--- src/sv/gbn_pkg.sv ---
// go-back-n sender package: word types, field widths, codes and sequencer states
// used by every module of the go_back_n_sender block; no dependencies
`timescale 1ns / 1ps

package gbn_pkg;

   localparam int FRAME_W = 16;
   localparam int OPND_W  = FRAME_W + 1;
   localparam int WIN_W   = 5;
   localparam int TMO_W   = 8;
   localparam int ACT_W   = 2;

   localparam int CSR_IDX_W  = 2;
   localparam int CSR_DATA_W = 16;

   localparam logic [CSR_IDX_W-1:0] CSR_FRAME_COUNT    = 2'd0;
   localparam logic [CSR_IDX_W-1:0] CSR_WIN_LEN        = 2'd1;
   localparam logic [CSR_IDX_W-1:0] CSR_TIMEOUT_ROUNDS = 2'd2;

   localparam logic [FRAME_W-1:0] FRAME_COUNT_RST    = 16'd10;
   localparam logic [WIN_W-1:0]   WIN_LEN_RST        = 5'd4;
   localparam logic [TMO_W-1:0]   TIMEOUT_ROUNDS_RST = 8'd3;

   localparam logic [ACT_W-1:0] ACT_SEND  = 2'd0;
   localparam logic [ACT_W-1:0] ACT_ACK   = 2'd1;
   localparam logic [ACT_W-1:0] ACT_ROUND = 2'd2;

   localparam logic KIND_FRAME  = 1'b0;
   localparam logic KIND_STATUS = 1'b1;

   typedef struct packed {
      logic [ACT_W-1:0]   action;
      logic [FRAME_W-1:0] ack_index;
   } req_type;

   typedef struct packed {
      logic               kind;
      logic [FRAME_W-1:0] frame_index;
      logic [FRAME_W-1:0] window_base;
      logic               all_done;
      logic               last;
   } rsp_type;

   // operands and result of the shared add/compare unit
   typedef struct packed {
      logic              sub;
      logic [OPND_W-1:0] a;
      logic [OPND_W-1:0] b;
   } unit_req_type;

   typedef struct packed {
      logic [OPND_W-1:0] sum;
      logic              lt;
   } unit_rsp_type;

   typedef enum logic [3:0] {
      ST_IDLE,
      ST_LIM_ADD,
      ST_LIM_MIN,
      ST_LIM_DEC,
      ST_SEND_CHK,
      ST_SEND,
      ST_ACK_LO,
      ST_ACK_HI,
      ST_SLIDE,
      ST_ROUND,
      ST_ROUND_CHK,
      ST_TIMEOUT,
      ST_STATUS
   } state_type;

endpackage

--- src/sv/gbn_unit.sv ---
// shared 17-bit add/subtract and less-than compare unit
// depends on gbn_pkg for the operand and result structs
`timescale 1ns / 1ps

module gbn_unit
   import gbn_pkg::*;
(
   input  unit_req_type unit_req,
   output unit_rsp_type unit_rsp
);

   always_comb begin
      if (unit_req.sub) begin
         unit_rsp.sum = unit_req.a - unit_req.b;
      end else begin
         unit_rsp.sum = unit_req.a + unit_req.b;
      end
      unit_rsp.lt = (unit_req.a < unit_req.b);
   end

endmodule

--- src/sv/gbn_out.sv ---
// output register for result words, lets the sequencer push when it is empty or its word is taken
// depends on gbn_pkg for rsp_type
`timescale 1ns / 1ps

module gbn_out
   import gbn_pkg::*;
(
   input  logic    clock,
   input  logic    reset,
   input  logic    push,
   input  rsp_type push_word,
   output logic    push_ok,
   output logic    rsp_valid,
   input  logic    rsp_stall,
   output rsp_type rsp_data
);

   logic    valid_ff, valid_in;
   rsp_type data_ff, data_in;

   always_comb begin
      push_ok  = !valid_ff || !rsp_stall;
      valid_in = push || (valid_ff && rsp_stall);
      data_in  = push ? push_word : data_ff;
   end

   always_ff @(posedge clock) begin
      if (reset) begin
         valid_ff <= 1'b0;
      end else begin
         valid_ff <= valid_in;
      end
   end

   always_ff @(posedge clock) begin
      data_ff <= data_in;
   end

   assign rsp_valid = valid_ff;
   assign rsp_data  = data_ff;

endmodule

--- src/sv/gbn_seq.sv ---
// sequencer and protocol state of the go-back-n sender
// depends on gbn_pkg and drives one gbn_unit for most adds and compares
`timescale 1ns / 1ps

module gbn_seq
   import gbn_pkg::*;
#(
   parameter int MAX_WINDOW = 16
) (
   input  logic               clock,
   input  logic               reset,
   input  logic               start,
   input  req_type            req_word,
   output logic               idle,
   input  logic [FRAME_W-1:0] frame_count,
   input  logic [WIN_W-1:0]   win_len,
   input  logic [TMO_W-1:0]   timeout_rounds,
   input  logic               push_ok,
   output logic               push,
   output rsp_type            push_word
);

   localparam int IDX_W = (MAX_WINDOW > 1) ? $clog2(MAX_WINDOW) : 1;
   localparam int CNT_W = $clog2(MAX_WINDOW + 1);

   state_type             state_ff, state_in;
   logic [FRAME_W-1:0]    base_ff, base_in;
   logic [FRAME_W-1:0]    next_ff, next_in;
   logic [MAX_WINDOW-1:0] acked_ff, acked_in;
   logic [TMO_W-1:0]      round_ff, round_in;
   logic [CNT_W-1:0]      cnt_ff, cnt_in;
   logic [OPND_W-1:0]     lim_ff, lim_in;
   logic [OPND_W-1:0]     lim_dec_ff, lim_dec_in;
   logic [OPND_W-1:0]     off_ff, off_in;
   logic [FRAME_W-1:0]    ack_ff, ack_in;

   logic [OPND_W-1:0] win_ext;
   logic [OPND_W-1:0] eff_win;
   logic              more;
   unit_req_type      unit_req;
   unit_rsp_type      unit_rsp;

   gbn_unit u_unit (
      .unit_req (unit_req),
      .unit_rsp (unit_rsp)
   );

   // window register clamped to 1..MAX_WINDOW
   always_comb begin
      win_ext = OPND_W'(win_len);
      if (win_ext == '0) begin
         eff_win = OPND_W'(1);
      end else if (win_ext > OPND_W'(MAX_WINDOW)) begin
         eff_win = OPND_W'(MAX_WINDOW);
      end else begin
         eff_win = win_ext;
      end
   end

   always_comb begin
      state_in   = state_ff;
      base_in    = base_ff;
      next_in    = next_ff;
      acked_in   = acked_ff;
      round_in   = round_ff;
      cnt_in     = cnt_ff;
      lim_in     = lim_ff;
      lim_dec_in = lim_dec_ff;
      off_in     = off_ff;
      ack_in     = ack_ff;
      unit_req   = '0;
      more       = 1'b0;
      push       = 1'b0;
      push_word.kind        = KIND_STATUS;
      push_word.frame_index = '0;
      push_word.window_base = base_ff;
      push_word.all_done    = (base_ff >= frame_count);
      push_word.last        = 1'b1;

      unique case (state_ff)
         ST_IDLE: begin
            if (start) begin
               ack_in = req_word.ack_index;
               cnt_in = '0;
               unique case (req_word.action)
                  ACT_SEND:  state_in = ST_LIM_ADD;
                  ACT_ACK:   state_in = ST_ACK_LO;
                  ACT_ROUND: state_in = ST_SLIDE;
                  default:   state_in = ST_STATUS;
               endcase
            end
         end
         ST_LIM_ADD: begin
            unit_req.a = OPND_W'(base_ff);
            unit_req.b = eff_win;
            lim_in     = unit_rsp.sum;
            state_in   = ST_LIM_MIN;
         end
         ST_LIM_MIN: begin
            unit_req.a = lim_ff;
            unit_req.b = OPND_W'(frame_count);
            if (!unit_rsp.lt) begin
               lim_in = OPND_W'(frame_count);
            end
            state_in = ST_LIM_DEC;
         end
         ST_LIM_DEC: begin
            unit_req.sub = 1'b1;
            unit_req.a   = lim_ff;
            unit_req.b   = OPND_W'(1);
            lim_dec_in   = unit_rsp.sum;
            state_in     = ST_SEND_CHK;
         end
         ST_SEND_CHK: begin
            unit_req.a = OPND_W'(next_ff);
            unit_req.b = lim_ff;
            state_in   = unit_rsp.lt ? ST_SEND : ST_STATUS;
         end
         ST_SEND: begin
            // another frame follows while next + 1 < limit and the burst stays within MAX_WINDOW frames
            unit_req.a = OPND_W'(next_ff);
            unit_req.b = lim_dec_ff;
            more       = unit_rsp.lt && (cnt_ff < CNT_W'(MAX_WINDOW - 1));
            if (push_ok) begin
               push                  = 1'b1;
               push_word.kind        = KIND_FRAME;
               push_word.frame_index = next_ff;
               push_word.last        = !more;
               next_in               = next_ff + FRAME_W'(1);
               cnt_in                = cnt_ff + CNT_W'(1);
               if (!more) begin
                  state_in = ST_IDLE;
               end
            end
         end
         ST_ACK_LO: begin
            unit_req.sub = 1'b1;
            unit_req.a   = OPND_W'(ack_ff);
            unit_req.b   = OPND_W'(base_ff);
            off_in       = unit_rsp.sum;
            state_in     = unit_rsp.lt ? ST_STATUS : ST_ACK_HI;
         end
         ST_ACK_HI: begin
            unit_req.a = OPND_W'(ack_ff);
            unit_req.b = OPND_W'(next_ff);
            if (unit_rsp.lt && (off_ff < OPND_W'(MAX_WINDOW))) begin
               acked_in[off_ff[IDX_W-1:0]] = 1'b1;
            end
            state_in = ST_STATUS;
         end
         ST_SLIDE: begin
            // one acknowledged frame leaves the window per cycle
            unit_req.a = OPND_W'(base_ff);
            unit_req.b = OPND_W'(frame_count);
            if (unit_rsp.lt && acked_ff[0]) begin
               base_in  = base_ff + FRAME_W'(1);
               acked_in = acked_ff >> 1;
            end else begin
               state_in = ST_ROUND;
            end
         end
         ST_ROUND: begin
            round_in = round_ff + TMO_W'(1);
            state_in = ST_ROUND_CHK;
         end
         ST_ROUND_CHK: begin
            unit_req.a = OPND_W'(round_ff);
            unit_req.b = OPND_W'(timeout_rounds);
            if (!unit_rsp.lt) begin
               round_in = '0;
               state_in = ST_TIMEOUT;
            end else begin
               state_in = ST_STATUS;
            end
         end
         ST_TIMEOUT: begin
            unit_req.a = OPND_W'(base_ff);
            unit_req.b = OPND_W'(next_ff);
            if (unit_rsp.lt) begin
               next_in = base_ff;
            end
            state_in = ST_STATUS;
         end
         ST_STATUS: begin
            if (push_ok) begin
               push     = 1'b1;
               state_in = ST_IDLE;
            end
         end
         default: begin
            state_in = ST_IDLE;
         end
      endcase
   end

   always_ff @(posedge clock) begin
      if (reset) begin
         state_ff <= ST_IDLE;
         base_ff  <= '0;
         next_ff  <= '0;
         acked_ff <= '0;
         round_ff <= '0;
         cnt_ff   <= '0;
      end else begin
         state_ff <= state_in;
         base_ff  <= base_in;
         next_ff  <= next_in;
         acked_ff <= acked_in;
         round_ff <= round_in;
         cnt_ff   <= cnt_in;
      end
   end

   always_ff @(posedge clock) begin
      lim_ff     <= lim_in;
      lim_dec_ff <= lim_dec_in;
      off_ff     <= off_in;
      ack_ff     <= ack_in;
   end

   assign idle = (state_ff == ST_IDLE);

endmodule

--- src/sv/go_back_n_sender.sv ---
// go-back-n sliding window sender, top level with configuration registers
// depends on gbn_pkg, gbn_seq, gbn_unit and gbn_out
//
//   port group  dir   handshake            word
//   req_        in    req_valid/req_stall  req_type (action, ack_index)
//   rsp_        out   rsp_valid/rsp_stall  rsp_type (kind, frame_index, ...)
//   csr_        in    csr_we               csr_index, csr_wdata
//
// one item at a time, stepped by a sequencer around one shared add/compare unit
// send: ST_LIM_ADD, ST_LIM_MIN, ST_LIM_DEC set the limit, then one frame word per cycle unless stalled
// ack: ST_ACK_LO, then ST_ACK_HI if not below the base; round end: ST_SLIDE, ST_ROUND, ST_ROUND_CHK
// reset is synchronous; config registers return to 10 / 4 / 3
// rsp_stall holds words in the output register and pauses the sequencer
`timescale 1ns / 1ps

module go_back_n_sender
   import gbn_pkg::*;
#(
   parameter int MAX_WINDOW = 16
) (
   input  logic                  clock,
   input  logic                  reset,
   input  logic                  req_valid,
   output logic                  req_stall,
   input  req_type               req_data,
   output logic                  rsp_valid,
   input  logic                  rsp_stall,
   output rsp_type               rsp_data,
   input  logic                  csr_we,
   input  logic [CSR_IDX_W-1:0]  csr_index,
   input  logic [CSR_DATA_W-1:0] csr_wdata
);

   logic [FRAME_W-1:0] total_ff, total_in;
   logic [WIN_W-1:0]   win_ff, win_in;
   logic [TMO_W-1:0]   tmo_ff, tmo_in;

   logic    idle;
   logic    start;
   logic    push;
   logic    push_ok;
   rsp_type push_word;

   always_comb begin
      total_in = total_ff;
      win_in   = win_ff;
      tmo_in   = tmo_ff;
      if (csr_we) begin
         unique case (csr_index)
            CSR_FRAME_COUNT:    total_in = csr_wdata[FRAME_W-1:0];
            CSR_WIN_LEN:        win_in   = csr_wdata[WIN_W-1:0];
            CSR_TIMEOUT_ROUNDS: tmo_in   = csr_wdata[TMO_W-1:0];
            default: ;
         endcase
      end
   end

   always_ff @(posedge clock) begin
      if (reset) begin
         total_ff <= FRAME_COUNT_RST;
         win_ff   <= WIN_LEN_RST;
         tmo_ff   <= TIMEOUT_ROUNDS_RST;
      end else begin
         total_ff <= total_in;
         win_ff   <= win_in;
         tmo_ff   <= tmo_in;
      end
   end

   assign req_stall = !idle;
   assign start     = req_valid && idle;

   gbn_seq #(
      .MAX_WINDOW (MAX_WINDOW)
   ) u_seq (
      .clock          (clock),
      .reset          (reset),
      .start          (start),
      .req_word       (req_data),
      .idle           (idle),
      .frame_count    (total_ff),
      .win_len        (win_ff),
      .timeout_rounds (tmo_ff),
      .push_ok        (push_ok),
      .push           (push),
      .push_word      (push_word)
   );

   gbn_out u_out (
      .clock     (clock),
      .reset     (reset),
      .push      (push),
      .push_word (push_word),
      .push_ok   (push_ok),
      .rsp_valid (rsp_valid),
      .rsp_stall (rsp_stall),
      .rsp_data  (rsp_data)
   );

endmodule
--- config.mk ---
export PLATFORM = sky130hd
export DESIGN_NAME = go_back_n_sender
export DESIGN_NICKNAME = d
export VERILOG_FILES = /design/src/sv/gbn_pkg.sv /design/src/sv/gbn_unit.sv /design/src/sv/gbn_out.sv /design/src/sv/gbn_seq.sv /design/src/sv/go_back_n_sender.sv
export SDC_FILE = /design/constraint.sdc
export NUM_CORES = 1
export LEC_CHECK = 0
export BUFFER_PORTS_ARGS = -buffer_cell sky130_fd_sc_hd__buf_2
export CAP_MARGIN = 25
export CORE_AREA = 2 2 219 113
export CTS_BUF_LIST = sky130_fd_sc_hd__clkbuf_8
export DETAILED_ROUTE_END_ITERATION = 8
export DIE_AREA = 0 0 221 115
export PLACE_DENSITY_LB_ADDON = 0.12
export SLEW_MARGIN = 20
export SYNTH_ARGS = -nofsm -noshare
export SYNTH_HDL_FRONTEND = slang
export SYNTH_HIERARCHICAL = 1
export SYNTH_SLANG_ARGS = --single-unit
--- constraint.sdc ---
create_clock -name clock -period 7.9 [get_ports clock]
set_clock_uncertainty 0.2 [all_clocks]
set_input_delay 1.58 -clock clock [delete_from_list [all_inputs] [get_ports clock]]
set_output_delay 1.58 -clock clock [all_outputs]
set_load 0.02 [all_outputs]
Yosys cells after proc, flatten, opt, wreduce, memory -nomap -nowiden
Cells that the tools add are included.
{ "op_classes": {"mux": 33, "n_bitwise": 1, "magnitude_cmp": 7, "reduce_logical": 36, "add_sub_neg": 6, "n_eq_ne": 26} }
{ "op_table": {"columns": ["op", "count"], "rows": [
  ["$pmux 34 s10", 1],
  ["$mux 16", 4],
  ["$pmux 16 s2", 2],
  ["$mux 17", 3],
  ["$pmux 4 s12", 1],
  ["$pmux 17 s2", 1],
  ["$add 16x1->16 const B", 2],
  ["$mux 4", 7],
  ["$eq 4x4->1 const B", 5],
  ["$mux 5", 4],
  ["$add 17x17->17", 1],
  ["$lt 17x17->1", 1],
  ["$lt 17x5->1 const B", 1],
  ["$sub 17x17->17", 1],
  ["$eq 4x3->1 const B", 4],
  ["$ge 16x16->1", 1],
  ["$or 16x16->16", 1],
  ["$pmux 8 s2", 1],
  ["$reduce_and 2->1", 8],
  ["$ne 2x2->1 const B", 6],
  ["$pmux 4 s3", 1],
  ["$pmux 5 s2", 1],
  ["$reduce_bool 2->1", 5],
  ["$reduce_and 3->1", 3],
  ["other kinds (23)", 44]
]} }
{ "word_totals": {"elab_cells": 128, "out_inout_bits": 37, "regBits": 197, "in_bits": 41} }

Longest topological paths before layout
Gate-level depths: netlist (run 1).
{ "depth": {"ltp_word": 9, "ltp_mapped": 24, "ltp_nobuf": 18} }

Modules after synthesis
Netlist (run 1), hierarchy kept.
{ "by_module_without_submodules": {"columns": ["mod", "seq_area_each_um2", "cells_per_inst", "instances", "area_per_inst_um2"], "rows": [
  ["gbn_seq", 3313.2, 826, 1, 7513.5],
  ["gbn_unit", 0.0, 255, 1, 1791.7],
  ["go_back_n_sender", 580.6, 122, 1, 1265.0],
  ["gbn_out", 1071.0, 39, 1, 1083.5]
]} }

Worst setup path after synthesis (run 1)
OpenSTA, ideal clock, no wires.
{ "synth_timing": {"path_type": "register -> register", "start": "register u_seq.state_ff[3]", "end": "register u_seq.lim_ff[0], enable pin", "slack_ns": 2.335, "setup_ns": 0.412, "synth_period_minus_slack_ns": 5.565, "t_required_ns": 7.288, "n_path_buf": 4, "arrival_ns": 4.953, "stages_incl_launch_ff": 19, "cell_sequence": "dfxtp_1 -> buf_4 -> buf_4 -> buf_2 -> nor3_2 -> buf_2 -> a22oi_1 -> nand3_1 -> inv_1 -> ha_1 -> and2_1 -> a21bo_1 -> a211oi_1 -> o2111ai_1 -> nand2_1 -> a21oi_1 -> or3b_1 -> and2_4 -> nor3_1"} }
{ "synth_rtl": {"columns": ["element", "line", "source"], "rows": [
  ["start, declared", "gbn_seq.sv:26", "state_type state_ff, state_in;"],
  ["start signal, assigned", "gbn_seq.sv:205", "state_ff <= state_in;"],
  ["end signal, assigned", "gbn_seq.sv:215", "lim_ff <= lim_in;"],
  ["end, declared", "gbn_seq.sv:32", "logic [OPND_W-1:0] lim_ff, lim_in;"]
]} }

==> results of run 1 <==
[stage by stage]
step	setup WS [ns]	hold slack, ns	instance area, µm²
after global routing	0.921	0.319	12600
after CTS	1.56	0.297	12600
after detailed placement	1.62	0.280	12200
after floorplan	2.33	0.235	11700
final	1.44	0.302	12600
after global placement	1.85	0.276	12100
[cell families (layout without fill, tap and decap cells)]
kind of cell,Yosys count,in the layout,share of synthesized area
simple gates,488,488,0.216
flops,197,197,0.426
fa+ha+maj,55,55,0.0603
mux,66,66,0.0584
buf+inv,140,183,0.0568
compound gates,253,253,0.150
xor+xnor,43,43,0.0323
[where the power goes]
group          switching [mW]  internal (mW)
sequential              0.104           1.28
clock                   0.382          0.347
combinational            1.24          0.627
total                    1.72           2.25
[worst paths after layout]
| path | start | end | slack (ns) | cells past startpoint |
|---|---|---|---|---|
| max | u_seq/state_ff[2] | u_seq/next_ff[13] | 1.44 | 17 |
| min | u_seq/acked_ff[15] | u_seq/acked_ff[14] | 0.30 | 2 |
| max reg2reg | u_seq/state_ff[2] | u_seq/next_ff[13] | 1.44 | 17 |
| min reg2reg | u_seq/acked_ff[15] | u_seq/acked_ff[14] | 0.30 | 2 |
[worst min-delay path: stages, from the launching register on]
cell and delay [ns]:
dfxtp_1 0.32, nor2_1 0.10, nor4_1 0.05
[cell usage after synthesis, types with 12 or more instances]
| cell type | count | area share |
|---|---|---|
| a211oi_1 | 12 | 0.0077 |
| buf_2 | 32 | 0.014 |
| xor2_1 | 16 | 0.012 |
| mux2_2 | 16 | 0.015 |
| nand3_1 | 36 | 0.015 |
| nand2b_1 | 57 | 0.031 |
| a22oi_1 | 41 | 0.026 |
| xnor2_1 | 27 | 0.020 |
| o21ai_0 | 39 | 0.017 |
| nor4_1 | 31 | 0.017 |
| dfxtp_1 | 95 | 0.16 |
| mux2i_1 | 50 | 0.043 |
| nand2_1 | 81 | 0.026 |
| clkbuf_1 | 37 | 0.012 |
| inv_1 | 50 | 0.016 |
| nor3_1 | 53 | 0.023 |
| nand4_1 | 17 | 0.0091 |
| ha_1 | 53 | 0.057 |
| a21oi_1 | 76 | 0.033 |
| and3_1 | 19 | 0.010 |
| edfxtp_1 | 102 | 0.26 |
| nor2_1 | 131 | 0.042 |
[layer usage]
metal,GRT usage,up-vias,wire [µm],share of wire
met5,0,-,0,0
li1,-,4586,-,-
met3,0.0767,36,3660,0.11
met1,0.421,4704,17300,0.50
met2,0.358,520,13200,0.38
met4,0.0626,0,433,0.013
[flip-flops by register name (all words and copies together) (netlist names), 16 cells and up]
name	flops
u_seq/next_ff	16
u_seq/lim_dec_ff	17
u_seq/off_ff	17
u_seq/lim_ff	17
u_seq/ack_ff	16
total_ff	16
u_seq/acked_ff	16
u_out/rsp_data	35
u_seq/base_ff	16
[final cells by class]
| type | count | area, µm² |
|---|---|---|
| clock buffers | 17 | 234 |
| clock inverters | 15 | 203 |
| fillers | 2153 | 11000 |
| inverters | 52 | 195 |
| multi-input cells | 905 | 6050 |
| flip-flops and latches | 197 | 4970 |
| well taps | 315 | 394 |
| repair buffers | 99 | 571 |
==> impl_metrics.json, run 1 <==
{
  "outcome": "completed",
  "cap_violations": 0,
  "ioPinCount": 78,
  "synthFlopType": "edfxtp_1",
  "die_w_um": 221,
  "crit_buf_inv": 1,
  "track_usage": 0.269,
  "ctsHoldBuffers": 0,
  "synthArstFlopShare": 0,
  "cts-root-buf": "clkbuf_8",
  "wl_um": 34600,
  "grt_pass1_vias": 8709,
  "worstSetupPathType": "reg2reg",
  "synth_seq_cells": 197,
  "synth.avg_cell_area_um2": 9.38,
  "startpoint_type": "flop",
  "coreArea_mm2": 0.0236,
  "synthesis.area_mm2": 0.0117,
  "path_clk_slew_ns": 0.10,
  "p_leak_nw": 4.72,
  "ys_warn_count": 6,
  "required_ns": 8.05,
  "path_cells": "nand2b_1 -> nor2_2 -> a22oi_1 -> nand3_1 -> inv_1 -> ha_1 -> a21oi_1 -> nand2_1 -> or3_1 -> o2111ai_1 -> nand2_1 -> a21oi_1 -> nand4b_1 -> a21boi_2 -> o21ai_0 -> a22oi_1 -> nor2_1",
  "final_nets": 1368,
  "drc": 0,
  "grt_first_pass_wirelength_um": 52200,
  "cellPowerDensity_mw_per_mm2": 315,
  "vias": 9846,
  "fin_tns_setup_ns": 0,
  "finalNonFillerCells": 1600,
  "place.gp.congestion": 0.921,
  "hold_viol": 0,
  "cts_tree": "done",
  "period_share": 0.818,
  "final_cell_mix": "130 x nor2_1, 102 x edfxtp_1, 93 x dfxtp_1",
  "min_path_type": "reg2reg",
  "clk_path_buf_depth": 2,
  "p_total_mw": 3.98,
  "fmax_mhz": 155,
  "vias_per_cell": 6.15,
  "die_area_mm2": 0.0254,
  "synth-seq-area-share": 0.426,
  "layout_commonest_cell": "nor2_1",
  "drt_iter0_markers": 1075,
  "ir_drop_v": 0.000223,
  "wl_per_cell_um": 21.6,
  "post_cts_resized": 0,
  "area_growth_pct": 8.27,
  "critPathCaptureType": "flop",
  "drt_first_pass_iters": 6,
  "post_cts_buffers": 0,
  "syn-num-nets": 1338,
  "worst_ep_arrival_time_ns": 6.62,
  "cts_sinks": 197,
  "finalCriticalPeriod_ns": 6.46,
  "final_layout_size_suffix_gt1_frac": 0.144,
  "diodes": 0,
  "gr-total-overflow": 0,
  "critPathSlowestCell": "nor2_2",
  "place_inst": 1567,
  "cts_htree_levels": 4,
  "cts_buffers": 17,
  "grt_max_degree": 60,
  "rsz0062_at_grt": "false",
  "port-buffer-count": 77,
  "crit_family": "compound AO/OA/AOI/OAI gates",
  "slew_viol_final": 0,
  "final_util": 0.535,
  "tightest_slew_ns": 1.08,
  "clk_latency_ns": 0.49,
  "max-slew-margin-rel": 0.276,
  "synth_cell_types": 89,
  "setup_viol": 0,
  "antenna_found_initial": 0,
  "critPathMaxStageDelay_ns": 0.88,
  "rows": 40,
  "path_max_fanout": 24,
  "synth_edf_count": 102,
  "initial_core_util": 0.494,
  "syn_inst": 1242,
  "place_hpwl_um": 25200,
  "antenna_left": 0,
  "die_h_um": 115
}
No activity file was read; power rests on OpenSTA's default activity.
==> run 2: changes to the inputs <==
ABC_AREA = 1   (was default)
CORE_AREA = 2 2 224 116   (was 2 2 219 113)
DIE_AREA = 0 0 226 118   (was 0 0 221 115)
clock period = 6.64 ns   (was 7.9 ns; I/O delays follow)
==> run 2 against run 1 <==
Effect of this change: count of clock-buffer cells in the layout is 1 higher; synthesized cell count is 37% higher; wire length is 19% higher; fmax is 20% higher; first-iteration DRC count is 49% higher; critical path type unchanged; largest power group unchanged.
==> impl_metrics.json, run 2 <==
{
  "grt_pass1_vias": 9924,
  "p_leak_nw": 5.83,
  "antenna_found_initial": 0,
  "tightest_slew_ns": 1.01,
  "rsz0062_at_grt": "false",
  "post_cts_resized": 0,
  "fill_cells": 2466,
  "place.gp.congestion": 1.02,
  "largest_reg_flops": 35,
  "vias_per_cell": 5.59,
  "timing.hold.ws_ns": 0.251,
  "vias": 11800,
  "final_cell_mix": "514 x nand2_1, 245 x inv_1, 154 x nor2_1",
  "synth_top_cells_by_count": "514 x nand2_1, 240 x inv_1, 154 x nor2_1, 129 x a21oi_1, 102 x edfxtp_1",
  "cts_htree_levels": 4,
  "wl_per_cell_um": 19.4,
  "cellPowerDensity_mw_per_mm2": 344,
  "startpoint_type": "flop",
  "gr-total-overflow": 0,
  "period_share": 0.810,
  "synth_seq_cells": 197,
  "cts_sinks": 197,
  "critPathSlowestCell": "nor2_1",
  "path_cells": "nand2_2 -> nor2_1 -> inv_1 -> o22ai_1 -> a21oi_1 -> o21ai_0 -> ha_1 -> nand2_1 -> inv_1 -> nand2_1 -> nand3_1 -> a21oi_1 -> nand2_1 -> a21oi_1 -> nand2_1 -> nor2_2 -> nand2_1 -> nor2_2 -> nand2_1 -> nand2_1 -> nand2_1 -> nor2_1",
  "required_ns": 6.88,
  "cap_violations": 0,
  "layout_commonest_cell": "nand2_1",
  "ys_warn_count": 6,
  "die_h_um": 118,
  "path_max_fanout": 14,
  "max-slew-margin-rel": 0.321,
  "drt_first_pass_iters": 6,
  "slew_viol_final": 0,
  "finalCriticalPeriod_ns": 5.38,
  "min_path_type": "reg2reg",
  "post_cts_buffers": 0,
  "initial_core_util": 0.494,
  "cts_tree": "done",
  "synthesis.area_mm2": 0.0122,
  "grt_first_pass_wirelength_um": 61000,
  "die_w_um": 226,
  "synthFlopType": "edfxtp_1",
  "critPathMaxStageDelay_ns": 0.79,
  "synth.avg_cell_area_um2": 7.19,
  "final_nets": 1849,
  "synth_top_area_cell": "edfxtp_1",
  "fin_tns_setup_ns": 0,
  "port-buffer-count": 77,
  "diodes": 0,
  "syn-num-nets": 1794,
  "synth-seq-area-share": 0.407,
  "rows": 41,
  "ioPinCount": 78,
  "outcome": "completed",
  "ys_top_cells_by_area": "edfxtp_1 25%, nand2_1 16%, dfxtp_1 16%, inv_1 7.4%, ha_1 5.4%",
  "coreArea_mm2": 0.0247,
  "worst_ep_arrival_time_ns": 5.62,
  "crit_family": "simple AND/OR/NAND/NOR gates",
  "cts_buffers": 17,
  "track_usage": 0.310,
  "fmax_mhz": 186,
  "die_area_mm2": 0.0267,
  "placed_area_mm2": 0.0128,
  "ctsHoldBuffers": 0,
  "drt_iter0_markers": 1598,
  "grt_max_degree": 41,
  "critPathCaptureType": "flop",
  "yosysMostFrequentCell": "nand2_1",
  "crit_path_frequent_cell": "nand2_1",
  "synth_cell_types": 49,
  "crit_buf_inv": 2,
  "final_layout_size_suffix_gt1_frac": 0.0923,
  "place_hpwl_um": 32400,
  "hold_viol": 0,
  "clk_latency_ns": 0.50,
  "cts-root-buf": "clkbuf_8",
  "setup_viol": 0,
  "synth_edf_count": 102,
  "ir_drop_v": 0.000197,
  "yosysTopAreaCellShare": 0.251,
  "area_growth_pct": 7.93,
  "syn_inst": 1698,
  "synthArstFlopShare": 0,
  "wl_um": 41000,
  "antenna_left": 0,
  "path_clk_slew_ns": 0.10,
  "p_total_mw": 4.53,
  "clk_path_buf_depth": 2,
  "fin_area_mm2": 0.0132,
  "drc": 0,
  "worstSetupPathType": "reg2reg"
}
run 2: layer usage:
| metal | GRT usage | wire, µm | vias to the layer above |
|---|---|---|---|
| met3 | 0.134 | 5740 | 42 |
| met4 | 0.0534 | 498 | 0 |
| met1 | 0.494 | 20200 | 5463 |
| met5 | 0 | 0 | - |
| li1 | - | - | 5623 |
| met2 | 0.372 | 14600 | 659 |
run 2: path summary, 6_finish.rpt:
check	startpoint	end	slack, ns	cells past startpoint
worst min-delay path	u_seq/acked_ff[9]	u_seq/acked_ff[9]	0.25	2
worst max-delay path	u_seq/state_ff[2]	u_seq/base_ff[7]	1.26	22
worst max register to register	u_seq/state_ff[2]	u_seq/base_ff[7]	1.26	22
worst min register to register	u_seq/acked_ff[9]	u_seq/acked_ff[9]	0.25	2
run 2: cells by family after synthesis:
family	Yosys count	share of synthesized area
buffers and inverters	305	0.106
AO/OA/AOI/OAI	274	0.126
adder cells (fa/ha/maj)	55	0.0576
AND/OR/NAND/NOR	850	0.291
flip-flops	197	0.407
XOR/XNOR	17	0.0122
run 2: cell type report:
type                       instances  area (µm²)  area share
timing repair buffer              91         508      0.0386
clock buffer                      18         248      0.0188
tap                              344         430      0.0327
sequential                       197        4960       0.377
clock inverter                    14         124     0.00941
multi-input combinational       1196        5950       0.452
inverter                         250         938      0.0713
run 2: tightest hold or removal path: stages (launching register included):
cell     delay (ns)
dfxtp_1        0.32
inv_1          0.04
a21oi_1        0.05
run 2: per-stage QoR:
step,cells,worst slack (ns),utilization
floorplan,1698,2.28,-
global placement,2075,1.65,0.517
detailed placement,2077,1.52,0.518
CTS,2109,1.45,0.533
global route,2110,0.886,0.534
finish,2110,1.26,0.534
run 2: power breakdown:
part           total (mW)  switching (mW)  internal (mW)  leakage (nW)
logic                2.18            1.59          0.597          3.90
clock network       0.767           0.430          0.337         0.207
registers            1.58          0.0917           1.49          1.73
total                4.53            2.11           2.42          5.83
==> run 3: changes to the inputs <==
clock period = 5.6 ns   (was 6.64 ns; I/O delays follow)
==> run 3 against run 2 <==
Effect of this change: first-iteration DRC count up 8.9%; global-route usage is 1.2 points higher; total power rose by 20%; largest power group unchanged.
==> impl_metrics.json, run 3 (synthesis results as in run 2) <==
{
  "rr_startpoint": "u_seq/state_ff[0]",
  "rsz0062_at_grt": "false",
  "vias_per_cell": 5.58,
  "final_nets": 1858,
  "grt_first_pass_wirelength_um": 63400,
  "cap_violations": 0,
  "area_growth_pct": 8.60,
  "grt_pass1_vias": 10200,
  "outcome": "completed",
  "startpoint_type": "flop",
  "wl_um": 43000,
  "finalNonFillerCells": 2119,
  "wl_per_cell_um": 20.3,
  "clk_path_buf_depth": 2,
  "antenna_left": 0,
  "rows": 41,
  "fmax_mhz": 209,
  "layout_commonest_cell": "nand2_1",
  "drc": 0,
  "antenna_found_initial": 0,
  "grt_max_degree": 41,
  "final_cell_mix": "514 x nand2_1, 239 x inv_1, 154 x nor2_1",
  "die_w_um": 226,
  "placed_area_mm2": 0.0128,
  "cellPowerDensity_mw_per_mm2": 412,
  "tightest_slew_ns": 0.910,
  "cts_tree": "done",
  "largest_reg_flops": 35,
  "ioPinCount": 78,
  "fin_area_mm2": 0.0133,
  "port-buffer-count": 77,
  "gr-total-overflow": 0,
  "endpoint": "u_seq/base_ff[5]",
  "p_total_mw": 5.46,
  "final_util": 0.537,
  "fin_tns_setup_ns": 0,
  "vias": 11800,
  "critPathCaptureType": "flop",
  "hold_viol": 0,
  "die_h_um": 118,
  "slew_viol_final": 0,
  "fill_cells": 2460,
  "worst_ep_arrival_time_ns": 5.01,
  "setup_viol": 0,
  "finalCriticalPeriod_ns": 4.79,
  "seq_area_mm2": 0.00496,
  "p_leak_nw": 5.87,
  "hold_depth": 2,
  "place_hpwl_um": 33500,
  "place_ws_ns": 1.01,
  "regToRegSetupSlack_ns": 0.81,
  "worstSetupStartpoint": "u_seq/state_ff[0]",
  "track_usage": 0.322,
  "post_cts_resized": 0,
  "diodes": 0,
  "min_path_type": "reg2reg",
  "place_inst": 2087,
  "setup_ws_ns": 0.808,
  "path_clk_slew_ns": 0.11,
  "timing.hold.ws_ns": 0.252,
  "drt_first_pass_iters": 8,
  "reg2regPathDepth": 20,
  "max-slew-margin-rel": 0.393,
  "place.gp.congestion": 1.07,
  "cts_buffers": 17,
  "coreArea_mm2": 0.0247,
  "r2r_end": "u_seq/base_ff[5]",
  "period_share": 0.856,
  "initial_core_util": 0.494,
  "multi_input_area_mm2": 0.00595,
  "cts_sinks": 197,
  "post_cts_buffers": 0,
  "cts_htree_levels": 4,
  "final_layout_size_suffix_gt1_frac": 0.100,
  "die_area_mm2": 0.0267,
  "clk_latency_ns": 0.52,
  "cts-root-buf": "clkbuf_8",
  "drt_iter0_markers": 1741,
  "ir_drop_v": 0.000238,
  "required_ns": 5.82,
  "worstSetupPathType": "reg2reg",
  "path_max_fanout": 16,
  "ctsHoldBuffers": 0
}
## run 3: changes by cell type in the layout (fill, tap and decap cells not counted), moves of 2 or more
cell | before | now
buf_4 | 12 | 23
clkinv_4 | 0 | 3
clkinv_8 | 0 | 3
clkinvlp_4 | 2 | 0
inv_1 | 245 | 239
inv_4 | 2 | 0
inv_6 | 1 | 5
## run 3: area by class of cell
class                   instances  share of cell area
multi-input cells            1196               0.449
clock buffers                  17              0.0177
clock inverters                15              0.0128
flip-flops and latches        197               0.375
well taps                     344              0.0325
repair buffers                100              0.0421
inverters                     250              0.0708
## run 3: worst max-delay path: stages (launching register included)
cell and delay [ns]:
dfxtp_1 0.46, nor2_1 0.13, nand2_2 0.23, nand2_1 0.10, nor2_2 0.62, o221ai_1 0.32, ha_1 0.48, nand2_1 0.13
inv_1 0.05, nand2_1 0.06, nand2_1 0.07, a21oi_1 0.18, nand2_1 0.13, a21oi_1 0.15, buf_4 0.18, nand2_1 0.09
nor2_2 0.47, nand2_1 0.20, nor2_2 0.18, a21oi_1 0.10, o21a_1 0.15
## run 3: report_power, final
group	switching, mW	internal, mW
registers	0.0996	1.77
clock network	0.586	0.373
logic	1.89	0.738
## run 3: per-layer routing
metal | vias up | wire, µm | GRT usage | share of wire
li1 | 5632 | - | - | -
met1 | 5385 | 20400 | 0.514 | 0.48
met2 | 747 | 15500 | 0.391 | 0.36
met3 | 61 | 6420 | 0.130 | 0.15
met4 | 0 | 629 | 0.0592 | 0.015
met5 | - | 0 | 0 | 0
## run 3: worst min path at each step
stage,startpoint,end,slack (ns)
global route,u_seq/acked_ff[11],u_seq/acked_ff[11],0.27
CTS,u_seq/acked_ff[7],u_seq/acked_ff[7],0.26
global placement,u_seq/acked_ff[15],u_seq/acked_ff[15],0.24
detailed placement,u_seq/acked_ff[7],u_seq/acked_ff[7],0.24
finish,u_seq/acked_ff[7],u_seq/acked_ff[7],0.25
floorplan,u_seq/acked_ff[15],u_seq/acked_ff[15],0.22
